--- config.mk ---
export PLATFORM = sky130hd
export DESIGN_NAME = indexed_array_list_engine_unit
export DESIGN_NICKNAME = d
export VERILOG_FILES = /design/src/rtl/iale_pkg.sv /design/src/rtl/indexed_array_list_engine_unit.sv /design/src/rtl/iale_ctrl.sv /design/src/rtl/iale_dp.sv
export SDC_FILE = /design/constraint.sdc
export NUM_CORES = 1
export LEC_CHECK = 0
export ABC_AREA = 0
export BUFFER_PORTS_ARGS = -buffer_cell sky130_fd_sc_hd__buf_2
export CORE_MARGIN = 8
export CORE_UTILIZATION = 60
export CTS_CLUSTER_DIAMETER = 50
export DETAILED_ROUTE_END_ITERATION = 8
export MAX_ROUTING_LAYER = met4
export PLACE_DENSITY = 0.77
export SETUP_SLACK_MARGIN = 0.5
export SYNTH_ARGS = -nofsm -noshare
export SYNTH_HDL_FRONTEND = slang
export SYNTH_HIERARCHICAL = 1
export SYNTH_SLANG_ARGS = --single-unit
--- constraint.sdc ---
create_clock -name i_clk -period 9.3 [get_ports i_clk]
set_clock_uncertainty 0.2 [all_clocks]
set_input_delay 1.86 -clock i_clk [delete_from_list [all_inputs] [get_ports i_clk]]
set_output_delay 1.86 -clock i_clk [all_outputs]
set_load 0.03 [all_outputs]
--- src/rtl/iale_pkg.sv ---
// Package for the indexed array list engine.
// Holds the operation and status codes, controller states and the command struct.
// No dependencies.
package iale_pkg;

    localparam int unsigned POS_W   = 5;
    localparam int unsigned WORD_W  = 32;
    localparam int unsigned COUNT_W = 5;

    typedef enum logic [1:0] {
        OP_READ   = 2'd0,
        OP_WRITE  = 2'd1,
        OP_INSERT = 2'd2,
        OP_REMOVE = 2'd3
    } t_op;

    typedef enum logic [1:0] {
        ST_OK    = 2'd0,
        ST_RANGE = 2'd1,
        ST_FULL  = 2'd2
    } t_status;

    typedef enum logic {
        S_EMPTY = 1'b0,
        S_HOLD  = 1'b1
    } t_state;

    typedef struct packed {
        logic exec;
    } t_cmd;

endpackage

--- src/rtl/indexed_array_list_engine_unit.sv ---
// Top level of the indexed array list engine.
// Instantiates iale_ctrl and iale_dp; depends on iale_pkg.
//
// Usage:
//   Input channel: i_in_valid / o_in_stall carry one word of operation,
//   position and word_in. Output channel: o_out_valid / i_out_stall carry
//   one result word of word_out, status and entry_count per input word.
//   A word moves at a clock edge where valid is high and stall is low.
//   The result is registered at the edge that accepts the input.
//   Throughput is one word per cycle while i_out_stall is low; read,
//   overwrite, insert and remove each complete at the accepting edge
//   since every entry register loads from its neighbor in parallel.
//   While a result is held and i_out_stall is high, o_in_stall is raised
//   and the held result stays unchanged. A new input is taken in the same
//   cycle the held result is taken.
//   Reset (i_rst_n low, synchronous) empties the list and drops the held
//   result. Entries are not cleared; only entries below the count are read.
//   CAPACITY sets the number of entry registers.
module indexed_array_list_engine_unit #(
    parameter int unsigned CAPACITY = 16
) (
    input  logic                               i_clk,
    input  logic                               i_rst_n,
    input  logic                               i_in_valid,
    output logic                               o_in_stall,
    input  logic [1:0]                         i_operation,
    input  logic [iale_pkg::POS_W-1:0]         i_position,
    input  logic signed [iale_pkg::WORD_W-1:0] i_word_in,
    output logic                               o_out_valid,
    input  logic                               i_out_stall,
    output logic signed [iale_pkg::WORD_W-1:0] o_word_out,
    output logic [1:0]                         o_status,
    output logic [iale_pkg::COUNT_W-1:0]       o_entry_count
);
    import iale_pkg::*;

    t_cmd cmd;

    iale_ctrl u_ctrl (
        .i_clk       (i_clk),
        .i_rst_n     (i_rst_n),
        .i_in_valid  (i_in_valid),
        .i_out_stall (i_out_stall),
        .o_in_stall  (o_in_stall),
        .o_out_valid (o_out_valid),
        .o_cmd       (cmd)
    );

    iale_dp #(
        .CAPACITY (CAPACITY)
    ) u_dp (
        .i_clk         (i_clk),
        .i_rst_n       (i_rst_n),
        .i_cmd         (cmd),
        .i_operation   (i_operation),
        .i_position    (i_position),
        .i_word_in     (i_word_in),
        .o_word_out    (o_word_out),
        .o_status      (o_status),
        .o_entry_count (o_entry_count)
    );

`ifndef SYNTHESIS
    a_stall_when_held: assert property (@(posedge i_clk) disable iff (!i_rst_n)
        (o_out_valid && i_out_stall) |-> (o_in_stall && !cmd.exec))
        else $error("input taken while result stalled");

    a_full_count: assert property (@(posedge i_clk) disable iff (!i_rst_n)
        (o_out_valid && o_status == ST_FULL) |-> (o_entry_count == COUNT_W'(CAPACITY)))
        else $error("full status with count below capacity");

    a_error_zero: assert property (@(posedge i_clk) disable iff (!i_rst_n)
        (o_out_valid && o_status != ST_OK) |-> (o_word_out == '0))
        else $error("nonzero word on error");
`endif

endmodule

--- src/rtl/iale_ctrl.sv ---
// Controller for the indexed array list engine.
// Tracks whether a result word is held and issues the execute command.
// Depends on iale_pkg.
module iale_ctrl (
    input  logic         i_clk,
    input  logic         i_rst_n,
    input  logic         i_in_valid,
    input  logic         i_out_stall,
    output logic         o_in_stall,
    output logic         o_out_valid,
    output iale_pkg::t_cmd o_cmd
);
    import iale_pkg::*;

    t_state r_state;
    t_state n_state;

    always_ff @(posedge i_clk) begin
        if (!i_rst_n) begin
            r_state <= S_EMPTY;
        end else begin
            r_state <= n_state;
        end
    end

    always_comb begin
        o_in_stall  = 1'b0;
        o_out_valid = 1'b0;
        o_cmd.exec  = 1'b0;
        n_state     = r_state;
        unique case (r_state)
            S_EMPTY: begin
                o_cmd.exec = i_in_valid;
                if (i_in_valid) begin
                    n_state = S_HOLD;
                end
            end
            S_HOLD: begin
                o_out_valid = 1'b1;
                o_in_stall  = i_out_stall;
                o_cmd.exec  = i_in_valid && !i_out_stall;
                if (!i_out_stall && !i_in_valid) begin
                    n_state = S_EMPTY;
                end
            end
            default: begin
                n_state = S_EMPTY;
            end
        endcase
    end

endmodule

--- src/rtl/iale_dp.sv ---
// Datapath for the indexed array list engine.
// Entry registers with neighbor shifting, entry count and result registers.
// Depends on iale_pkg.
module iale_dp #(
    parameter int unsigned CAPACITY = 16
) (
    input  logic                          i_clk,
    input  logic                          i_rst_n,
    input  iale_pkg::t_cmd                i_cmd,
    input  logic [1:0]                    i_operation,
    input  logic [iale_pkg::POS_W-1:0]    i_position,
    input  logic signed [iale_pkg::WORD_W-1:0] i_word_in,
    output logic signed [iale_pkg::WORD_W-1:0] o_word_out,
    output logic [1:0]                    o_status,
    output logic [iale_pkg::COUNT_W-1:0]  o_entry_count
);
    import iale_pkg::*;

    localparam int unsigned CW = $clog2(CAPACITY + 1);
    localparam int unsigned IW = $clog2(CAPACITY);
    localparam int unsigned MW = (CW > POS_W) ? CW : POS_W;

    logic [WORD_W-1:0]  r_entries [CAPACITY];
    logic [WORD_W-1:0]  n_entries [CAPACITY];
    logic [CW-1:0]      r_count;
    logic [CW-1:0]      n_count;
    logic [WORD_W-1:0]  r_word_out;
    logic [WORD_W-1:0]  n_word_out;
    t_status            r_status;
    t_status            n_status;
    logic [COUNT_W-1:0] r_count_out;

    logic [MW-1:0] pos_ext;
    logic [MW-1:0] count_ext;
    logic [IW-1:0] idx;
    logic [WORD_W-1:0] cur_word;
    logic in_range;
    logic ins_range;
    logic is_full;
    logic do_write;
    logic do_insert;
    logic do_remove;
    t_op  op;

    assign op        = t_op'(i_operation);
    assign pos_ext   = MW'(i_position);
    assign count_ext = MW'(r_count);
    assign idx       = pos_ext[IW-1:0];
    assign cur_word  = r_entries[idx];
    assign in_range  = pos_ext < count_ext;
    assign ins_range = pos_ext <= count_ext;
    assign is_full   = count_ext == MW'(CAPACITY);

    always_comb begin
        n_word_out = '0;
        n_status   = ST_OK;
        n_count    = r_count;
        do_write   = 1'b0;
        do_insert  = 1'b0;
        do_remove  = 1'b0;
        unique case (op)
            OP_INSERT: begin
                if (!ins_range) begin
                    n_status = ST_RANGE;
                end else if (is_full) begin
                    n_status = ST_FULL;
                end else begin
                    do_insert = 1'b1;
                    n_count   = r_count + CW'(1);
                end
            end
            OP_READ: begin
                if (!in_range) begin
                    n_status = ST_RANGE;
                end else begin
                    n_word_out = cur_word;
                end
            end
            OP_WRITE: begin
                if (!in_range) begin
                    n_status = ST_RANGE;
                end else begin
                    n_word_out = cur_word;
                    do_write   = 1'b1;
                end
            end
            OP_REMOVE: begin
                if (!in_range) begin
                    n_status = ST_RANGE;
                end else begin
                    n_word_out = cur_word;
                    do_remove  = 1'b1;
                    n_count    = r_count - CW'(1);
                end
            end
            default: begin
                n_status = ST_RANGE;
            end
        endcase
    end

    always_comb begin
        for (int i = 0; i < CAPACITY; i++) begin
            n_entries[i] = r_entries[i];
            if (do_insert) begin
                if (MW'(i) == pos_ext) begin
                    n_entries[i] = i_word_in;
                end else if ((i > 0) && (MW'(i) > pos_ext)) begin
                    n_entries[i] = r_entries[(i > 0) ? i - 1 : 0];
                end
            end else if (do_remove) begin
                if ((i + 1 < CAPACITY) && (MW'(i) >= pos_ext)) begin
                    n_entries[i] = r_entries[(i + 1 < CAPACITY) ? i + 1 : i];
                end
            end else if (do_write && (MW'(i) == pos_ext)) begin
                n_entries[i] = i_word_in;
            end
        end
    end

    always_ff @(posedge i_clk) begin
        if (!i_rst_n) begin
            r_count <= '0;
        end else if (i_cmd.exec) begin
            r_count <= n_count;
        end
    end

    always_ff @(posedge i_clk) begin
        if (i_cmd.exec) begin
            for (int i = 0; i < CAPACITY; i++) begin
                r_entries[i] <= n_entries[i];
            end
            r_word_out  <= n_word_out;
            r_status    <= n_status;
            r_count_out <= COUNT_W'(n_count);
        end
    end

    assign o_word_out    = r_word_out;
    assign o_status      = r_status;
    assign o_entry_count = r_count_out;

endmodule

# Word level (Yosys, flattened, before mapping)
# Memories as Yosys holds them, arrays and structs flattened. A register that Yosys moved wholly into a read port is not among the register bits.
# Cells that the tools add are included.
[totals]
out_inout_bits = 41
n_memories = 1
wordCells = 200
register_bits = 13
mem_bits_rw = 512
[classes]
reduce_logical = 25
n_eq_ne = 19
bitwise = 1
n_addsub = 2
magnitude_cmp = 32
muxes = 116
[mem_list]
columns = ["memory", "depth", "word_bits", "read_ports", "rd_ports_with_merged_regs", "wr", "line_no", "rtl"]
rows = [
  ["u_dp.r_entries", 16, 32, 17, 1, 16, "iale_dp.sv:23", "logic [WORD_W-1:0] r_entries [CAPACITY];"],
]
[ops]
columns = ["cell", "count"]
rows = [
  ["$mux W32", 94],
  ["$eq A4 B5 Y1 const A", 8],
  ["$gt A4 B5 Y1 const A", 8],
  ["$ge A4 B5 Y1 const A", 7],
  ["$eq A3 B5 Y1 const A", 4],
  ["$ge A3 B5 Y1 const A", 4],
  ["$gt A3 B5 Y1 const A", 4],
  ["$logic_and A1 B1 Y1", 18],
  ["$mux W5", 3],
  ["$mux W1", 13],
  ["$eq A2 B5 Y1 const A", 2],
  ["$ge A1 B5 Y1 const A", 2],
  ["$ge A2 B5 Y1 const A", 2],
  ["$gt A2 B5 Y1 const A", 2],
  ["$pmux W5 S2", 1],
  ["$add A5 B1 Y5 const B", 1],
  ["$eq A1 B5 Y1 const A", 1],
  ["$eq A5 B5 Y1 const B", 1],
  ["$gt A1 B5 Y1 const A", 1],
  ["$le A5 B5 Y1", 1],
  ["$logic_not A5 Y1", 1],
  ["$lt A5 B5 Y1", 1],
  ["$sub A5 B1 Y5 const B", 1],
  ["$eq A2 B2 Y1 const B", 2],
  ["9 further kinds", 13],
]

# Logic depth before layout (Yosys ltp)
[logic_depth]
ltp_word = 7
depth_mapped = 11
ltp_nobuf = 7

# Hierarchy
# Netlist, hierarchy kept.
[modules_own_cells]
columns = ["module", "n_inst", "cells_per_inst", "seq_area_each_um2", "area_each_um2"]
rows = [
  ["iale_dp", 1, 2309, 16646.0, 30945.9],
  ["iale_ctrl", 1, 4, 20.0, 42.5],
]

# Least setup slack after synthesis
# OpenSTA, ideal clock, no wires.
[synth_path]
kind = "input-to-reg"
start = "input port i_out_stall"
end = "memory u_dp.r_entries[13][0] (enable)"
cell_stages = 4
arrival_time_ns = 7.283
t_required_ns = 8.630
path_buffers = 0
setup_slack_ns = 1.348
path_cell_list = "and2_4 -> nor2b_1 -> clkinv_1 -> o31ai_1"
[synth_lines]
columns = ["element", "line_no", "rtl"]
rows = [
  ["start, declared", "indexed_array_list_engine_unit.sv:30", "input logic i_out_stall,"],
  ["end, declared", "iale_dp.sv:23", ""],
]

==> metrics.cfg <==
[outcome]
status=finished with violations
violations=DRC

[sta]
setup_tns_ns=0
timing.hold.ws_ns=0.337
tightest_slew_ns=1.30
fmax_ghz=0.171
final-hold-violation-count=0
layout_setup_ws_ns=3.46
relSlewSlack=0.129
post-route-period-util=0.628
setup_viol=0
rsz0062_at_grt=false
period_minus_slack_ns=5.84
finalMaxSlewViolations=0

[yosys]
synth_top_area_cell=edfxtp_1
yosysUniqueCellTypes=65
synthFlopType=edfxtp_1
synth_area_leaders=edfxtp_1, a221o_1, mux4_2, and2_1, o221ai_1
yosysWarnings=6
ys_seq_area_frac=0.538
synth-seq-cells=557
synth_area_um2=31000
synthCells=2313
synth_common_cells=edfxtp_1, a221o_1, and2_1
synth_enable_flop_cells=551
syn_nets=2364
ys_async_sr_fraction=0
synth.avg_cell_area_um2=13.4
synth_top_area_frac=0.534
synth.most_common_cell=edfxtp_1

[pwr]
swShare=0.260
seq_power_share=0.456
powerDensity_nw_per_um2=185
p_sw_w=0.00164
pwr-share-comb=0.144
leakagePower_nw=11.5
finalPower_w=0.00631
internal_power_w=0.00467
peakVddDrop_mv=0.143
p_clk_frac=0.400

[setup_path]
crit_arrival_ns=6.01
cp_data_required_time_ns=9.47
worstPathMaxFanout=76
reg2regPathDepth=8
path_class=input port to flip-flop
ff2ff_setup_slack_ns=4.59
end_kind=flip-flop
crit_path_start_kind=input port
reg2reg_to=u_dp/r_entries[15][3]
reg2reg_from=u_dp/count_ext[1]

[grt]
first_global_vias=23320
gr-total-overflow=0
antenna_found_initial=3
grt_max_degree=247
grt_use_total=0.343
grt_first_pass_wirelength_um=151000

[cells_and_area]
area.growth.synth_to_final_pct=10.3
drive_gt1_frac=0.208
final_area_um2=34200
fillers=3465
fin_nets=2327

[route]
ant_nets=0
vias=23973
met1Wirelength_um=35600
drc=1
met2_length_um=45100
drt_iter0_markers=4033
first_pass_iters=9
top_layer_used=met4
wl_met3_um=15500
totalWireLength_um=102000
via_per_inst=7.96
wl_per_cell_um=33.9

[floorplan]
die_area_um2=59200
io_pins=84
die_y_um=243
row_count=83
core_um2=51200
start_util=0.605
die_x_um=243

[clock_network]
cts_resized=0
ctsHtreeMaxLevel=2
post_cts_buffers=0
cts-root-buf=clkbuf_16
cts_inserted_buffers=61
clk_path_buf_depth=3
holdBufCountCts=0
clk_latency_ns=0.64
cts_tree=done
clk_pin_slew_ns=0.06
clkSinkCount=557

[place]
dp_worst_setup_slack_ns=2.85
place.gp.congestion=0.945
io_buffers=83
dpl.hpwl_um=58900
dpl_cell_area_um2=32100

[worst_hold_path]
whs_path_depth=2
hold_path_end=u_dp/count_ext[4]
hold_class=flip-flop to flip-flop
min-delay-start=u_dp/count_ext[4]

[run]
cap_violations=0

==> per-layer routing <==
metal	vias up	GRT usage
li1	9406	-
met1	11735	0.445
met2	2398	0.486
met3	434	0.102
met4	0	0.179
met5	-	-
==> state kept, by name (all words and copies together) (netlist names) <==
| name | flops |
|---|---|
| u_dp/r_entries | 512 |
| u_ctrl/r_state | 1 |
| u_dp/o_entry_count | 5 |
| u_dp/count_ext | 5 |
| u_dp/o_status | 2 |
| u_dp/o_word_out | 32 |
==> cell families after synthesis <==
family | after synthesis | synth area share
AOI/OAI and AO/OA | 554 | 0.164
xor gates and xnor gates | 3 | 0.000848
adders and majority gates | 8 | 0.00323
buffers and inverters | 361 | 0.0490
DFF | 557 | 0.538
muxes | 193 | 0.128
and+or+nand+nor | 637 | 0.117
==> stage by stage <==
stage / instances / util
2_1_floorplan: 2313 / -
3_3_place_gp: 2892 / 0.627
3_5_place_dp: 2892 / 0.627
4_1_cts: 3006 / 0.667
5_1_grt: 3010 / 0.667
6_report: 3010 / 0.667
==> critical path: stages <==
cell and delay, ns:
buf_6 0.49, ha_1 0.37, o211a_1 0.27, o31a_4 0.44
o21ai_1 1.10, o311a_2 0.36, buf_4 0.64, mux2_2 0.43
==> power by group through the flow <==
| stage | sequential (W) | combinational (W) | clock, W |
|---|---|---|---|
| after floorplan | 0.00295 | 0.000573 | 0 |
| after global placement | 0.00293 | 0.000845 | 0 |
| after detailed placement | 0.00293 | 0.000872 | 0 |
| after CTS | 0.00288 | 0.000876 | 0.00253 |
| after global routing | 0.00288 | 0.000935 | 0.00262 |
| final | 0.00288 | 0.000908 | 0.00253 |
==> cell usage in the layout, fill, tap and decap left out, drive strengths merged, types with 4 or more instances in the layout <==
| master | synthesis | routed |
|---|---|---|
| nor2 | 17 | 17 |
| mux4 | 159 | 159 |
| nor4 | 64 | 64 |
| a21oi | 15 | 15 |
| nand2b | 7 | 7 |
| o221ai | 64 | 64 |
| and2 | 323 | 323 |
| bufinv | 0 | 9 |
| clkbuf | 138 | 70 |
| and3 | 34 | 34 |
| edfxtp | 551 | 551 |
| mux2 | 32 | 32 |
| inv | 104 | 107 |
| a221o | 384 | 384 |
| nor3 | 25 | 25 |
| or3 | 4 | 4 |
| nand2 | 127 | 127 |
| clkinvlp | 0 | 5 |
| o31ai | 4 | 4 |
| o21ai | 53 | 53 |
| nand3 | 15 | 15 |
| ha | 8 | 8 |
| nor4b | 4 | 4 |
| nor2b | 4 | 4 |
| dfxtp | 6 | 6 |
| clkinv | 1 | 29 |
| a32oi | 4 | 4 |
| buf | 118 | 155 |
==> area by class of cell <==
| class | instances | area [um^2] | share of cell area |
|---|---|---|---|
| clock buffer | 69 | 1580 | 0.0462 |
| clock inverter | 45 | 483 | 0.0141 |
| antenna | 3 | 7.51 | 0.000220 |
| timing repair buffer | 156 | 991 | 0.0290 |
| sequential | 557 | 16700 | 0.488 |
| tap | 680 | 851 | 0.0249 |
| multi-input combinational | 1395 | 13200 | 0.386 |
| inverter | 105 | 394 | 0.0115 |
==> how the worst max path moves through the flow <==
stage                  startpoint               endpoint  slack, ns  depth (start not counted)
floorplan             i_out_stall  u_dp/r_entries[13][0]       1.35                          4
global placement    i_position[1]   u_dp/r_entries[8][6]       3.00                          8
detailed placement  i_position[1]   u_dp/r_entries[8][1]       2.85                          8
CTS                 i_position[1]   u_dp/r_entries[8][6]       3.39                          8
global route        i_position[1]  u_dp/r_entries[15][3]       3.39                          8
finish              i_position[2]  u_dp/r_entries[15][3]       3.46                          8
Note: power is estimated with default switching activity, not from simulation.
